## src/timer_table_scheduler_unit_defines.svh

```systemverilog
// ---------------------------------------------------------------------------
// Timer table scheduler assertion macros
// Shared property forms for the scheduler's checks.
// ---------------------------------------------------------------------------
`ifndef TIMER_TABLE_SCHEDULER_UNIT_DEFINES_SVH
`define TIMER_TABLE_SCHEDULER_UNIT_DEFINES_SVH

// same-cycle implication
`define TTS_ASSERT_NOW(label, ante, cons, msg) \
    label: assert property (@(posedge aclk) disable iff (!aresetn) (ante) |-> (cons)) \
        else $error(msg);

// next-cycle implication
`define TTS_ASSERT_NEXT(label, ante, cons, msg) \
    label: assert property (@(posedge aclk) disable iff (!aresetn) (ante) |=> (cons)) \
        else $error(msg);

`endif

```

## src/tts_pkg.sv

```systemverilog
// ---------------------------------------------------------------------------
// Timer table scheduler package
// Sizes, operation codes and controller/datapath interface types.
// ---------------------------------------------------------------------------
package tts_pkg;

    localparam int SLOTS         = 16;
    localparam int SLOT_W        = $clog2(SLOTS);
    localparam int TIME_BITS     = 48;
    localparam int INTERVAL_BITS = 32;
    localparam int EXP_W         = TIME_BITS + 1;
    localparam int WAIT_W        = 33;
    localparam int IN_DATA_W     = 88;
    localparam int OUT_DATA_W    = 40;
    localparam logic [WAIT_W-1:0] WAIT_SAT = {1'b0, 32'hFFFF_FFFF};

    typedef enum logic [2:0] {
        OP_ADD     = 3'd0,
        OP_CANCEL  = 3'd1,
        OP_REFRESH = 3'd2,
        OP_RESET   = 3'd3,
        OP_COLLECT = 3'd4,
        OP_QUERY   = 3'd5
    } op_t;

    typedef enum logic [1:0] {
        SCAN_FRONT,
        SCAN_QUERY,
        SCAN_DUE_INIT,
        SCAN_DUE
    } scan_mode_t;

    typedef enum logic [2:0] {
        RES_FAIL,
        RES_OK,
        RES_ADD,
        RES_RESET,
        RES_QUERY,
        RES_COL
    } res_kind_t;

    typedef enum logic [3:0] {
        ST_IDLE,
        ST_DISPATCH,
        ST_REF_WR,
        ST_RST_CHK,
        ST_SCAN_FRONT,
        ST_FRONT_RES,
        ST_SCAN_QUERY,
        ST_QUERY_RES,
        ST_SCAN_COL,
        ST_COL_POST,
        ST_COL_UPD,
        ST_EMIT,
        ST_EMIT_COL
    } state_t;

    typedef struct packed {
        logic       load_item;
        logic       scan_start;
        scan_mode_t scan_mode;
        logic       rd_req;
        logic       rd_best;
        logic       wr_add;
        logic       wr_refresh;
        logic       wr_reset;
        logic       clr_act;
        logic       col_upd;
        logic       res_set;
        res_kind_t  res_kind;
        logic       out_load;
    } cmd_t;

    typedef struct packed {
        logic [2:0] op;
        logic       full;
        logic       sid_valid;
        logic       sid_active;
        logic       ivl_eq;
        logic       from_now;
        logic       scan_done;
        logic       best_vld;
        logic       col_more;
        logic       out_free;
    } status_t;

endpackage

```

## src/tts_datapath.sv

```systemverilog
// ---------------------------------------------------------------------------
// Timer table scheduler datapath
// Slot flags, interval and expiry memories, slot scanner and result register.
// ---------------------------------------------------------------------------
`include "timer_table_scheduler_unit_defines.svh"

module tts_datapath (
    input  logic                           aclk,
    input  logic                           aresetn,
    input  logic [tts_pkg::IN_DATA_W-1:0]  s_tdata,
    input  logic [2:0]                     s_tuser,
    input  tts_pkg::cmd_t                  cmd_i,
    output tts_pkg::status_t               status_o,
    output logic                           m_tvalid,
    input  logic                           m_tready,
    output logic [tts_pkg::OUT_DATA_W-1:0] m_tdata,
    output logic                           m_tlast
);
    import tts_pkg::*;

    logic [2:0]               op_q;
    logic [TIME_BITS-1:0]     now_q;
    logic [3:0]               sid_q;
    logic [INTERVAL_BITS-1:0] ivl_q;
    logic                     per_q;
    logic                     fnow_q;

    logic [SLOTS-1:0] active_reg;
    logic [SLOTS-1:0] periodic_reg;
    logic [SLOTS-1:0] due_reg;

    logic [INTERVAL_BITS-1:0] ivl_mem [SLOTS];
    logic [EXP_W-1:0]         exp_mem [SLOTS];
    logic [INTERVAL_BITS-1:0] rd_ivl_reg;
    logic [EXP_W-1:0]         rd_exp_reg;

    logic              scan_busy_reg;
    logic [SLOT_W-1:0] scan_cnt_reg;
    scan_mode_t        scan_mode_reg;
    logic              dvalid_reg;
    logic [SLOT_W-1:0] didx_reg;

    logic              best_vld_reg;
    logic [SLOT_W-1:0] best_idx_reg;
    logic [EXP_W-1:0]  best_exp_reg;
    logic              front_clr_reg;
    logic [SLOT_W-1:0] tgt_idx_reg;
    logic [EXP_W-1:0]  tgt_exp_reg;

    logic              res_ok_reg;
    logic [3:0]        res_slot_reg;
    logic              res_front_reg;
    logic [WAIT_W-1:0] res_wait_reg;
    logic              res_last_reg;

    logic              m_tvalid_reg;
    logic [OUT_DATA_W-1:0] m_tdata_reg;
    logic              m_tlast_reg;

    logic [SLOT_W-1:0]        sid_idx;
    logic [SLOT_W-1:0]        free_idx;
    logic                     full;
    logic [SLOT_W-1:0]        rd_addr;
    logic [SLOT_W-1:0]        wr_addr;
    logic                     ivl_we;
    logic                     exp_we;
    logic [EXP_W-1:0]         wr_exp;
    logic [EXP_W-1:0]         now_ext;
    logic [EXP_W-1:0]         add_exp;
    logic [EXP_W-1:0]         rearm_exp;
    logic [TIME_BITS-1:0]     rst_start;
    logic [EXP_W-1:0]         rst_exp;
    logic                     cand;
    logic                     due_now;
    logic                     front_hit;
    logic [SLOTS-1:0]         best_mask;
    logic [EXP_W-1:0]         diff;
    logic [WAIT_W-1:0]        query_wait;

    assign sid_idx   = SLOT_W'(sid_q);
    assign now_ext   = {1'b0, now_q};
    assign add_exp   = now_ext + EXP_W'(ivl_q);
    assign rearm_exp = now_ext + EXP_W'(rd_ivl_reg);
    assign rst_start = fnow_q ? now_q :
                       (rd_exp_reg[TIME_BITS-1:0] - TIME_BITS'(rd_ivl_reg));
    assign rst_exp   = {1'b0, rst_start} + EXP_W'(ivl_q);
    assign best_mask = SLOTS'(1) << best_idx_reg;

    always_comb begin
        free_idx = '0;
        full     = 1'b1;
        for (int i = SLOTS - 1; i >= 0; i--) begin
            if (!active_reg[i]) begin
                free_idx = SLOT_W'(i);
                full     = 1'b0;
            end
        end
    end

    always_ff @(posedge aclk) begin
        if (cmd_i.load_item) begin
            op_q   <= s_tuser;
            now_q  <= s_tdata[TIME_BITS-1:0];
            sid_q  <= s_tdata[51:48];
            ivl_q  <= s_tdata[52 +: INTERVAL_BITS];
            per_q  <= s_tdata[84];
            fnow_q <= s_tdata[85];
        end
    end

    always_comb begin
        wr_addr = sid_idx;
        ivl_we  = 1'b0;
        exp_we  = 1'b0;
        wr_exp  = rearm_exp;
        if (cmd_i.wr_add) begin
            wr_addr = free_idx;
            ivl_we  = 1'b1;
            exp_we  = 1'b1;
            wr_exp  = add_exp;
        end else if (cmd_i.wr_refresh) begin
            exp_we  = 1'b1;
        end else if (cmd_i.wr_reset) begin
            ivl_we  = 1'b1;
            exp_we  = 1'b1;
            wr_exp  = rst_exp;
        end else if (cmd_i.col_upd && periodic_reg[best_idx_reg]) begin
            wr_addr = best_idx_reg;
            exp_we  = 1'b1;
        end
    end

    always_comb begin
        if (scan_busy_reg) begin
            rd_addr = scan_cnt_reg;
        end else if (cmd_i.rd_best) begin
            rd_addr = best_idx_reg;
        end else begin
            rd_addr = sid_idx;
        end
    end

    always_ff @(posedge aclk) begin
        if (ivl_we) begin
            ivl_mem[wr_addr] <= ivl_q;
        end
        if (exp_we) begin
            exp_mem[wr_addr] <= wr_exp;
        end
    end

    always_ff @(posedge aclk) begin
        if (scan_busy_reg || cmd_i.rd_req) begin
            rd_ivl_reg <= ivl_mem[rd_addr];
            rd_exp_reg <= exp_mem[rd_addr];
        end
    end

    always_ff @(posedge aclk) begin
        if (!aresetn) begin
            active_reg   <= '0;
            periodic_reg <= '0;
        end else begin
            if (cmd_i.wr_add) begin
                active_reg[free_idx]   <= 1'b1;
                periodic_reg[free_idx] <= per_q;
            end
            if (cmd_i.clr_act) begin
                active_reg[sid_idx] <= 1'b0;
            end
            if (cmd_i.col_upd && !periodic_reg[best_idx_reg]) begin
                active_reg[best_idx_reg] <= 1'b0;
            end
        end
    end

    always_ff @(posedge aclk) begin
        if (!aresetn) begin
            scan_busy_reg <= 1'b0;
            dvalid_reg    <= 1'b0;
        end else begin
            dvalid_reg <= scan_busy_reg;
            if (cmd_i.scan_start) begin
                scan_busy_reg <= 1'b1;
            end else if (scan_busy_reg && scan_cnt_reg == SLOT_W'(SLOTS - 1)) begin
                scan_busy_reg <= 1'b0;
            end
        end
    end

    always_ff @(posedge aclk) begin
        didx_reg <= scan_cnt_reg;
        if (cmd_i.scan_start) begin
            scan_cnt_reg  <= '0;
            scan_mode_reg <= cmd_i.scan_mode;
        end else if (scan_busy_reg) begin
            scan_cnt_reg <= scan_cnt_reg + SLOT_W'(1);
        end
    end

    always_comb begin
        due_now   = active_reg[didx_reg] && (rd_exp_reg <= now_ext);
        front_hit = (didx_reg != tgt_idx_reg) && active_reg[didx_reg] &&
                    ((rd_exp_reg < tgt_exp_reg) ||
                     ((rd_exp_reg == tgt_exp_reg) && (didx_reg < tgt_idx_reg)));
        case (scan_mode_reg)
            SCAN_QUERY:    cand = active_reg[didx_reg];
            SCAN_DUE_INIT: cand = due_now;
            SCAN_DUE:      cand = due_reg[didx_reg];
            default:       cand = 1'b0;
        endcase
    end

    always_ff @(posedge aclk) begin
        if (!aresetn) begin
            due_reg <= '0;
        end else if (dvalid_reg && scan_mode_reg == SCAN_DUE_INIT) begin
            due_reg[didx_reg] <= due_now;
        end else if (cmd_i.col_upd) begin
            due_reg[best_idx_reg] <= 1'b0;
        end
    end

    always_ff @(posedge aclk) begin
        if (cmd_i.scan_start) begin
            best_vld_reg  <= 1'b0;
            front_clr_reg <= 1'b0;
        end else if (dvalid_reg) begin
            if (cand && (!best_vld_reg || rd_exp_reg < best_exp_reg)) begin
                best_vld_reg <= 1'b1;
                best_idx_reg <= didx_reg;
                best_exp_reg <= rd_exp_reg;
            end
            if (scan_mode_reg == SCAN_FRONT && front_hit) begin
                front_clr_reg <= 1'b1;
            end
        end
    end

    always_ff @(posedge aclk) begin
        if (cmd_i.wr_add) begin
            tgt_idx_reg <= free_idx;
            tgt_exp_reg <= add_exp;
        end else if (cmd_i.wr_reset) begin
            tgt_idx_reg <= sid_idx;
            tgt_exp_reg <= rst_exp;
        end
    end

    always_comb begin
        diff = best_exp_reg - now_ext;
        if (!best_vld_reg) begin
            query_wait = '1;
        end else if (now_ext > best_exp_reg) begin
            query_wait = '0;
        end else if (diff > EXP_W'(WAIT_SAT)) begin
            query_wait = WAIT_SAT;
        end else begin
            query_wait = WAIT_W'(diff);
        end
    end

    always_ff @(posedge aclk) begin
        if (cmd_i.res_set) begin
            res_ok_reg    <= 1'b1;
            res_slot_reg  <= '0;
            res_front_reg <= 1'b0;
            res_wait_reg  <= '0;
            res_last_reg  <= 1'b1;
            case (cmd_i.res_kind)
                RES_FAIL: res_ok_reg <= 1'b0;
                RES_ADD: begin
                    res_slot_reg  <= 4'(tgt_idx_reg);
                    res_front_reg <= !front_clr_reg;
                end
                RES_RESET: res_front_reg <= !front_clr_reg;
                RES_QUERY: res_wait_reg <= query_wait;
                RES_COL: begin
                    res_slot_reg <= 4'(best_idx_reg);
                    res_last_reg <= !status_o.col_more;
                end
                default: res_ok_reg <= 1'b1;
            endcase
        end
    end

    always_ff @(posedge aclk) begin
        if (!aresetn) begin
            m_tvalid_reg <= 1'b0;
        end else if (cmd_i.out_load) begin
            m_tvalid_reg <= 1'b1;
        end else if (m_tready) begin
            m_tvalid_reg <= 1'b0;
        end
    end

    always_ff @(posedge aclk) begin
        if (cmd_i.out_load) begin
            m_tdata_reg <= {1'b0, res_wait_reg, res_front_reg, res_slot_reg, res_ok_reg};
            m_tlast_reg <= res_last_reg;
        end
    end

    assign m_tvalid = m_tvalid_reg;
    assign m_tdata  = m_tdata_reg;
    assign m_tlast  = m_tlast_reg;

    assign status_o.op         = op_q;
    assign status_o.full       = full;
    assign status_o.sid_valid  = ({1'b0, sid_q} < 5'(SLOTS));
    assign status_o.sid_active = status_o.sid_valid && active_reg[sid_idx];
    assign status_o.ivl_eq     = (rd_ivl_reg == ivl_q);
    assign status_o.from_now   = fnow_q;
    assign status_o.scan_done  = dvalid_reg && (didx_reg == SLOT_W'(SLOTS - 1));
    assign status_o.best_vld   = best_vld_reg;
    assign status_o.col_more   = |(due_reg & ~best_mask);
    assign status_o.out_free   = !m_tvalid_reg || m_tready;

    `TTS_ASSERT_NOW(a_add_free, cmd_i.wr_add, !full, "add issued with no free slot")
    `TTS_ASSERT_NOW(a_col_due, cmd_i.col_upd, best_vld_reg && due_reg[best_idx_reg], "slot not due")
    `TTS_ASSERT_NOW(a_scan_idle, cmd_i.scan_start, !scan_busy_reg && !dvalid_reg, "scan restarted")
    `TTS_ASSERT_NEXT(a_out_load, cmd_i.out_load, m_tvalid_reg, "loaded word not presented")

endmodule

```

## src/tts_ctrl.sv

```systemverilog
// ---------------------------------------------------------------------------
// Timer table scheduler controller
// Sequences each operation through reads, scans, writes and result words.
// ---------------------------------------------------------------------------
module tts_ctrl (
    input  logic             aclk,
    input  logic             aresetn,
    input  logic             s_tvalid,
    output logic             s_tready,
    input  tts_pkg::status_t status_i,
    output tts_pkg::cmd_t    cmd_o
);
    import tts_pkg::*;

    state_t state_reg;
    state_t state_next;

    always_ff @(posedge aclk) begin
        if (!aresetn) begin
            state_reg <= ST_IDLE;
        end else begin
            state_reg <= state_next;
        end
    end

    always_comb begin
        state_next     = state_reg;
        cmd_o          = '0;
        cmd_o.scan_mode = SCAN_FRONT;
        cmd_o.res_kind  = RES_FAIL;
        s_tready       = (state_reg == ST_IDLE);
        unique case (state_reg)
            ST_IDLE: begin
                if (s_tvalid) begin
                    cmd_o.load_item = 1'b1;
                    state_next = ST_DISPATCH;
                end
            end
            ST_DISPATCH: begin
                unique case (op_t'(status_i.op))
                    OP_ADD: begin
                        if (status_i.full) begin
                            cmd_o.res_set = 1'b1;
                            state_next = ST_EMIT;
                        end else begin
                            cmd_o.wr_add     = 1'b1;
                            cmd_o.scan_start = 1'b1;
                            state_next = ST_SCAN_FRONT;
                        end
                    end
                    OP_CANCEL: begin
                        cmd_o.res_set  = 1'b1;
                        cmd_o.res_kind = status_i.sid_active ? RES_OK : RES_FAIL;
                        cmd_o.clr_act  = status_i.sid_active;
                        state_next = ST_EMIT;
                    end
                    OP_REFRESH: begin
                        if (status_i.sid_active) begin
                            cmd_o.rd_req = 1'b1;
                            state_next = ST_REF_WR;
                        end else begin
                            cmd_o.res_set = 1'b1;
                            state_next = ST_EMIT;
                        end
                    end
                    OP_RESET: begin
                        if (status_i.sid_valid) begin
                            cmd_o.rd_req = 1'b1;
                            state_next = ST_RST_CHK;
                        end else begin
                            cmd_o.res_set = 1'b1;
                            state_next = ST_EMIT;
                        end
                    end
                    OP_COLLECT: begin
                        cmd_o.scan_start = 1'b1;
                        cmd_o.scan_mode  = SCAN_DUE_INIT;
                        state_next = ST_SCAN_COL;
                    end
                    OP_QUERY: begin
                        cmd_o.scan_start = 1'b1;
                        cmd_o.scan_mode  = SCAN_QUERY;
                        state_next = ST_SCAN_QUERY;
                    end
                    default: begin
                        cmd_o.res_set = 1'b1;
                        state_next = ST_EMIT;
                    end
                endcase
            end
            ST_REF_WR: begin
                cmd_o.wr_refresh = 1'b1;
                cmd_o.res_set    = 1'b1;
                cmd_o.res_kind   = RES_OK;
                state_next = ST_EMIT;
            end
            ST_RST_CHK: begin
                if (status_i.ivl_eq && !status_i.from_now) begin
                    cmd_o.res_set  = 1'b1;
                    cmd_o.res_kind = RES_OK;
                    state_next = ST_EMIT;
                end else if (!status_i.sid_active) begin
                    cmd_o.res_set = 1'b1;
                    state_next = ST_EMIT;
                end else begin
                    cmd_o.wr_reset   = 1'b1;
                    cmd_o.scan_start = 1'b1;
                    state_next = ST_SCAN_FRONT;
                end
            end
            ST_SCAN_FRONT: begin
                if (status_i.scan_done) begin
                    state_next = ST_FRONT_RES;
                end
            end
            ST_FRONT_RES: begin
                cmd_o.res_set  = 1'b1;
                cmd_o.res_kind = (status_i.op == OP_ADD) ? RES_ADD : RES_RESET;
                state_next = ST_EMIT;
            end
            ST_SCAN_QUERY: begin
                if (status_i.scan_done) begin
                    state_next = ST_QUERY_RES;
                end
            end
            ST_QUERY_RES: begin
                cmd_o.res_set  = 1'b1;
                cmd_o.res_kind = RES_QUERY;
                state_next = ST_EMIT;
            end
            ST_SCAN_COL: begin
                if (status_i.scan_done) begin
                    state_next = ST_COL_POST;
                end
            end
            ST_COL_POST: begin
                if (status_i.best_vld) begin
                    cmd_o.rd_req  = 1'b1;
                    cmd_o.rd_best = 1'b1;
                    state_next = ST_COL_UPD;
                end else begin
                    cmd_o.res_set = 1'b1;
                    state_next = ST_EMIT;
                end
            end
            ST_COL_UPD: begin
                cmd_o.col_upd  = 1'b1;
                cmd_o.res_set  = 1'b1;
                cmd_o.res_kind = RES_COL;
                state_next = ST_EMIT_COL;
            end
            ST_EMIT: begin
                if (status_i.out_free) begin
                    cmd_o.out_load = 1'b1;
                    state_next = ST_IDLE;
                end
            end
            ST_EMIT_COL: begin
                if (status_i.out_free) begin
                    cmd_o.out_load = 1'b1;
                    if (status_i.col_more) begin
                        cmd_o.scan_start = 1'b1;
                        cmd_o.scan_mode  = SCAN_DUE;
                        state_next = ST_SCAN_COL;
                    end else begin
                        state_next = ST_IDLE;
                    end
                end
            end
            default: state_next = ST_IDLE;
        endcase
    end

endmodule

```

## src/timer_table_scheduler_unit.sv

```systemverilog
// ---------------------------------------------------------------------------
// Timer table scheduler
// Sixteen one-shot or periodic timers with add, cancel, refresh, reset,
// collect and query operations on a stream interface.
// ---------------------------------------------------------------------------
// One word is taken at a time. Add, reset, query and collect use the slot
// scan, and collect scans again after each due timer it reports while
// more remain due. The scan reads the expiry memory through its single
// read port at one slot per cycle. A finished result word waits in the
// output register while the next input word is accepted.
module timer_table_scheduler_unit (
    input  logic                           aclk,
    input  logic                           aresetn,
    input  logic                           s_tvalid,
    output logic                           s_tready,
    // now_time[47:0], slot_id[51:48], interval_ms[83:52], periodic[84], from_now[85]
    input  logic [tts_pkg::IN_DATA_W-1:0]  s_tdata,
    // operation[2:0]
    input  logic [2:0]                     s_tuser,
    output logic                           m_tvalid,
    input  logic                           m_tready,
    // ok[0], timer_slot[4:1], at_front[5], wait_time[38:6]
    output logic [tts_pkg::OUT_DATA_W-1:0] m_tdata,
    output logic                           m_tlast
);
    import tts_pkg::*;

    cmd_t    cmd;
    status_t status;

    tts_ctrl u_ctrl (
        .aclk     (aclk),
        .aresetn  (aresetn),
        .s_tvalid (s_tvalid),
        .s_tready (s_tready),
        .status_i (status),
        .cmd_o    (cmd)
    );

    tts_datapath u_datapath (
        .aclk     (aclk),
        .aresetn  (aresetn),
        .s_tdata  (s_tdata),
        .s_tuser  (s_tuser),
        .cmd_i    (cmd),
        .status_o (status),
        .m_tvalid (m_tvalid),
        .m_tready (m_tready),
        .m_tdata  (m_tdata),
        .m_tlast  (m_tlast)
    );

endmodule
```

## config.mk

```make
export PLATFORM = sky130hd
export DESIGN_NAME = timer_table_scheduler_unit
export DESIGN_NICKNAME = d
export VERILOG_FILES = /design/src/tts_pkg.sv /design/src/tts_datapath.sv /design/src/tts_ctrl.sv /design/src/timer_table_scheduler_unit.sv
export VERILOG_INCLUDE_DIRS = /design/src /design/src/src
export SDC_FILE = /design/constraint.sdc
export NUM_CORES = 2
export LEC_CHECK = 0
export ABC_AREA = 0
export BUFFER_PORTS_ARGS = -buffer_cell sky130_fd_sc_hd__buf_2
export CORE_MARGIN = 2
export CORE_UTILIZATION = 29
export CTS_BUF_LIST = sky130_fd_sc_hd__clkbuf_16
export DETAILED_ROUTE_END_ITERATION = 7
export PLACE_DENSITY = 0.5
export SYNTH_ARGS = -nofsm -noshare
export SYNTH_HDL_FRONTEND = slang
export SYNTH_SLANG_ARGS = --single-unit
```

## constraint.sdc

```tcl
create_clock -name aclk -period 18.1 [get_ports aclk]
set_input_delay 2.715 -clock aclk [delete_from_list [all_inputs] [get_ports aclk]]
set_output_delay 2.715 -clock aclk [all_outputs]
set_load 0.005 [all_outputs]
```

; ---- Word level (Yosys, flattened, before mapping)
; Memories as Yosys holds them, arrays and structs flattened. A register that Yosys moved wholly into a read port is not among the register bits.
; Cells that the tools add are included.
[totals]
register_bits = 342
ram_bits = 1296
output_inout_bits = 43
word_cells = 282
memories = 2
[memory_table]
columns = memory, words, word_bits, rd, rd_ports_with_merged_regs, write_ports, line
row1 = u_datapath.exp_mem, 16, 49, 1, 1, 1, tts_datapath.sv:33  ; logic [EXP_W-1:0] exp_mem [SLOTS];
row2 = u_datapath.ivl_mem, 16, 32, 1, 1, 1, tts_datapath.sv:32  ; logic [INTERVAL_BITS-1:0] ivl_mem [SLOTS];
[op_classes]
addsub = 6
n_lt_le_gt_ge = 14
eq_ne = 35
shift = 1
muxes = 141
bitwise = 9
reduce_logical = 45
[op_table]
columns = operator, n
row1 = $mux 49, 5
row2 = $add 48x32->49, 3
row3 = $mux 4, 35
row4 = $mux 16, 7
row5 = $mux 33, 3
row6 = $lt 49x49->1, 2
row7 = $and 16x16->16, 4
row8 = $mux 1, 63
row9 = $eq 49x49->1, 1
row10 = $gt 48x49->1, 1
row11 = $gt 49x32->1 const B, 1
row12 = $le 49x48->1, 1
row13 = $sub 49x48->49, 1
row14 = $mux 48, 1
row15 = $not 16->16, 3
row16 = $sub 48x32->48, 1
row17 = $pmux 4 s11, 1
row18 = $bwmux 16, 2
row19 = $eq 32x32->1, 1
row20 = $eq 4x4->1 const B, 7
row21 = $lt 4x5->1 const B, 4
row22 = $pmux 4 s5, 1
row23 = $pmux 3 s6, 1
row24 = $bmux 1 s4, 4
row25 = other kinds (38), 98

; ---- Logic depth before layout (Yosys ltp)
[depth]
depth_word = 28
depth_mapped = 25

; ---- Cells and area by module
; Synthesis repeated with hierarchy kept, for this count alone.
[unflattened]
cells_unflattened = 5818
area_unflattened_um2 = 83209.8
[by_module_without_submodules]
columns = module, instances, cells_per_inst, area_each_um2, seq_area_each_um2
row1 = tts_datapath, 1, 5687, 82262.6, 50888.8
row2 = tts_ctrl, 1, 131, 947.2, 80.1

; ---- Least setup slack after synthesis
; OpenSTA, ideal clock, no wires.
[synth_timing]
path_type = register to register
startpoint = reg u_datapath.sid_q[0] (netlist: u_datapath.sid_idx[0])
endpoint = reg u_datapath.rd_exp_reg[0] (read register of u_datapath.exp_mem) (enable)
setup_time_ns = 0.798
arrival_ns = 10.563
required_time_ns = 17.302
setup_slack_ns = 6.740
path_stages_with_launch = 7
n_path_buf = 1
synth_period_minus_slack_ns = 11.360
cell_sequence = edfxtp_1 > clkbuf_1 > mux4_2 > nand3_1 > nand3_1 > nor2_1 > o311ai_0
[synth_between]
elab_chain_len = 6
[synth_rtl]
columns = item, line
row1 = start: declaration, tts_datapath.sv:23  ; logic [3:0] sid_q;
row2 = start signal: assignment, tts_datapath.sv:104  ; sid_q <= s_tdata[51:48];
row3 = $bmux 1 s4, tts_datapath.sv:311  ; assign status_o.sid_active = status_o.sid_valid && active_reg[sid_idx];
row4 = $mux 1 (not written as such), tts_datapath.sv:311
row5 = $mux 1, tts_ctrl.sv:58  ; if (status_i.sid_active) begin
row6 = $pmux 1 s2, tts_ctrl.sv:40  ; unique case (op_t'(status_i.op))
row7 = $pmux 1 s2, tts_ctrl.sv:32  ; unique case (state_reg)
row8 = $logic_or 1x1->1, tts_datapath.sv:153  ; if (scan_busy_reg || cmd_i.rd_req) begin
row9 = end: declaration, tts_datapath.sv:35  ; logic [EXP_W-1:0] rd_exp_reg;
; Several ways; a longest one is shown, not always the timed one. The select of a mux whose other input is x is not followed.
; A chain may end at the register's enable or synchronous reset.

; ---- Final worst setup path
[layout_timing]
startpoint = reg u_datapath.rd_ivl_reg[12] (read register of u_datapath.ivl_mem)
endpoint = mem u_datapath.exp_mem[8][41] (netlist name), data pin
[layout_between]
elab_chain_len = 7
[layout_rtl]
columns = item, line
row1 = start: declaration, tts_datapath.sv:34  ; logic [INTERVAL_BITS-1:0] rd_ivl_reg;
row2 = "parallel branches: the longest is 5 deep, another holds $add 48x32->49", -
row3 = $mux 49 *, tts_datapath.sv:121  ; end else if (cmd_i.wr_refresh) begin
row4 = $mux 49 *, tts_datapath.sv:116  ; if (cmd_i.wr_add) begin
row5 = named net u_datapath.wr_exp[41], tts_datapath.sv:67  ; logic [EXP_W-1:0] wr_exp;
row6 = end: declaration, tts_datapath.sv:33
; Mark *: on every way through the listed nets, which the timed path passes.

==> metrics.md <==
| Metric | Value |
|---|---|
| DRC viols | `0` |
| Max IR drop VDD | `0.00008359 V` |
| Crit path required time | `18.57 ns` |
| Leak | `31.85 nW` |
| Hold bufs inserted after CTS | `0` |
| Clock buffer depth | `4` |
| I/O Buffers | `134` |
| Top reg by flops | `u_datapath.exp_mem` |
| Critical-path top delay cell | `o21ai_1` |
| FP Rows | `around 200` |
| EDFF count, synth | `approximately 1700` |
| Pin count of the biggest net entering global routing | `101` |
| Total grt overflow | `0` |
| Tightest Pin Transition | `between 1 and 1.5 ns` |
| Synth unique cells | `98` |
| Global-route usage over all layers | `17.05%` |
| Die X | `535.5 um` |
| Clock skew | `between 0.06 and 0.07 ns` |
| Setup Buffers After CTS | `0` |
| XOR/XNOR share of the synthesized area | `2.320%` |
| Routed WL | `250600 um` |
| Mapped Nets | `about 6100` |
| Power Total | `15.11 mW` |
| Tcrit/Tclk final | `41.52%` |
| Initial detailed-routing violation count | `4914` |
| Sequential-to-total area share from yosys stat | `62.21%` |
| Post-CTS sizing | `0` |
| Biggest regs | `u_datapath.exp_mem (784), u_datapath.ivl_mem (512)` |
| Post-DRT Antenna Nets | `0` |
| Cell Pwr Density | `161.6 nW/um^2` |
| Vias/cell | `~5.2` |
| Clock Latency Late Sink | `0.87 ns` |
| Mean Syn Cell Area | `14.42 sq um` |
| Number of global-route vias before repair | `49918` |
| CP startpoint kind | `flop` |
| Layout cells sized above 1 | `16.26%` |
| Initial DRT Pass Iterations | `6` |
| Critical-path cell list | `inv_1, ha_1, a21oi_1, o21ai_0, a22oi_1, a21boi_1, nor2b_1, xor2_1, o21ai_0, ha_1, nand4_1, or4_1, a31oi_1, o211ai_2, o311a_1, a2111o_1, nor4b_2, xnor2_1, o21ai_1` |
| Max reg flops | `a little under 800` |
| Maxcap violations | `0` |
| Mux cell area share after synthesis | `10.89%` |
| Fin. Hold Viols | `0` |
| RSZ-0062 raised after global routing | `no` |
| Async SR Flop Fraction | `0%` |
| Critical path capture point type | `flop` |
| Syn Std Cell Area | `81930 sq um` |
| Initial antenna violation count | `8` |
| Final Setup Violations | `0` |
| Global-route wire length before repair | `357900 um` |
| Via count | `50881` |
| Ports | `138` |
| Post-Synth Adder-Cell Area | `5.144%` |
| Die area | `286800 sq um` |
| Initial Utilization | `a little under 30%` |
| Post-Synth Simple-Gate Area | `under 10%` |
| Critical path's largest stage delay | `0.96 ns` |
| Largest family of logic cells by synthesized area | `multiplexers` |
| Outcome | `complete, no violations` |
| Setup TNS | `0 ns` |
| Synth Area in Compound Gates | `a little under 10%` |
| H-tree depth | `4` |
| CTS tree | `done` |
| Dpl hpwl | `approximately 170000 um` |
| Number of buffers created by CTS | `186` |
| Fmax | `between 0.1 and 0.15 GHz` |
| Root Buffer | `clkbuf_16` |
| Syn Inst Count | `5682` |
| Syn. warnings | `0` |
| Worst Hold Class | `flop to flop` |
| CTS clk-pin slew, worst paths | `roughly 0.06 ns` |
| Core box area | `281600 sq um` |
| Slew Limit Headroom | `8.431%` |
| Max Fanout on Critical Path | `16` |
| Sink Count | `approximately 1700` |
| Final Wtd Congestion | `0.9554` |
| Routed WL per cell | `25.65 um` |
| Final hold slack | `0.4029 ns` |
| Dominant synthesized flop cell | `edfxtp_1` |
| CP Class | `flop to flop` |
| Pins Over Slew Limit | `0` |
| Die height | `between 500 and 600 um` |
| WP data arrival | `7.98 ns` |
| Nets | `between 6000 and 7000` |
| Synth Register Bits | `1719` |
| Minimum clock period | `7.516 ns` |
| P&R area growth vs syn | `14.16%` |
==> critical path, delay by kind of cell (launching register included) <==
family                     cells  cell delay (ns)
buffers and inverters          1             0.09
AOI/OAI and AO/OA             10             3.90
adders and majority gates      2             0.87
DFF                            1             0.64
and+or+nand+nor                4             1.31
xor gates and xnor gates       2             0.32
==> path summary, 6_finish.rpt <==
check                                               start                             endpoint  slack (ns)  depth (start not counted)
setup / recovery      u_datapath.rd_ivl_reg[12]$_DFFE_PP_  u_datapath.exp_mem[8][41]$_DFFE_PP_       10.58                         19
hold / removal    u_datapath.scan_cnt_reg[3]$_SDFFE_PP0P_       u_datapath.didx_reg[3]$_DFF_P_        0.40                          0
setup reg to reg      u_datapath.rd_ivl_reg[12]$_DFFE_PP_  u_datapath.exp_mem[8][41]$_DFFE_PP_       10.58                         19
hold reg to reg   u_datapath.scan_cnt_reg[3]$_SDFFE_PP0P_       u_datapath.didx_reg[3]$_DFF_P_        0.40                          0
==> power by group <==
| group | total [mW] | switching (mW) | internal (mW) |
|---|---|---|---|
| logic | 5.66 | 3.62 | 2.04 |
| registers | 5.81 | 0.427 | 5.38 |
| clock network | 3.65 | 1.58 | 2.07 |
| total | 15.1 | 5.63 | 9.49 |
==> layout make-up <==
type	instances	area [sq um]
fill	27438	188000
inverter	245	919.6
antenna	4	10.01
clock buffer	186	4654
clock inverter	130	1070
multi-input combinational	3468	29410
timing repair buffer	278	1805
tap	3743	4683
sequential	1719	50970
==> routing by layer <==
layer	up-vias	GRT usage [%]	wire, um	part of all wire, %
met4	0	5.252	7869	3.1
met2	1560	27.21	114900	46
met1	26256	24.25	114700	46
met5	-	0	0	0
met3	325	1.953	13140	5.2
li1	22740	-	-	-
==> kinds of logic after synthesis <==
kind of cell,after synthesis
multiplexers,462
XOR/XNOR,217
buffers and inverters,495
AO/OA/AOI/OAI,1264
flip-flops,1719
other,1
AND/OR/NAND/NOR,1190
adder cells (fa/ha/maj),334
==> cell usage in the layout, fill, tap and decap left out, types with 79 or more instances in the layout <==
cell and instances:
ha_1 328, mux4_2 343, a21o_1 115, xnor2_1 112, xor2_1 105, inv_1 274
nand4_1 79, mux2i_1 115, buf_4 139, edfxtp_1 1654, clkbuf_16 186, nand2_1 317
nor2_1 243, o21ai_0 210, nor2b_1 135, a21oi_1 425, buf_2 134, a211oi_1 114
==> synthesized netlist by cell type (13+ instances only) <==
library cell  instances  area share, %
a211o_1              13           0.14
a211oi_1            115            1.1
mux4_2              343            9.4
dfxtp_1              65            1.6
o211a_1              16           0.20
nand4_1              79           0.60
buf_2                23           0.14
o21bai_1             22           0.20
o211ai_1             41           0.38
o21a_1               48           0.44
or2_2                14           0.11
nor4_1               36           0.27
nor3_1               73           0.45
o2111ai_1            17           0.18
nand3_1              79           0.48
and3_1               18           0.14
o21ai_1              19           0.12
a21boi_0             16           0.15
o22ai_1              20           0.15
xnor2_1             112            1.2
o21ai_0             216            1.3
mux2i_1             115            1.4
or3_1                29           0.22
xor2_1              105            1.1
a31oi_1              29           0.22
and2_1               19           0.15
a21o_1              115            1.1
inv_1               243            1.1
nor2b_1             136            1.0
clkbuf_1            165           0.76
nand2_1             318            1.5
a21oi_1             426            2.6
nor2_1              275            1.3
nand2b_1             53           0.40
o31ai_1              30           0.27
ha_1                328            5.0
edfxtp_1           1654             61
buf_1                57           0.26
==> metrics by stage <==
| step | area [sq um] | worst slack, ns | cells | util (%) |
|---|---|---|---|---|
| after CTS | 93470 | 10.67 | 9765 | 33.20 |
| after floorplan | 81930 | 6.740 | 5682 | - |
| after detailed placement | 87740 | 10.73 | 9449 | 31.16 |
| after global placement | 87740 | 10.83 | 9449 | 31.16 |
| final | 93520 | 10.58 | 9773 | 33.22 |
| after global routing | 93520 | 10.21 | 9770 | 33.21 |
(Power assumes the default switching activity.)
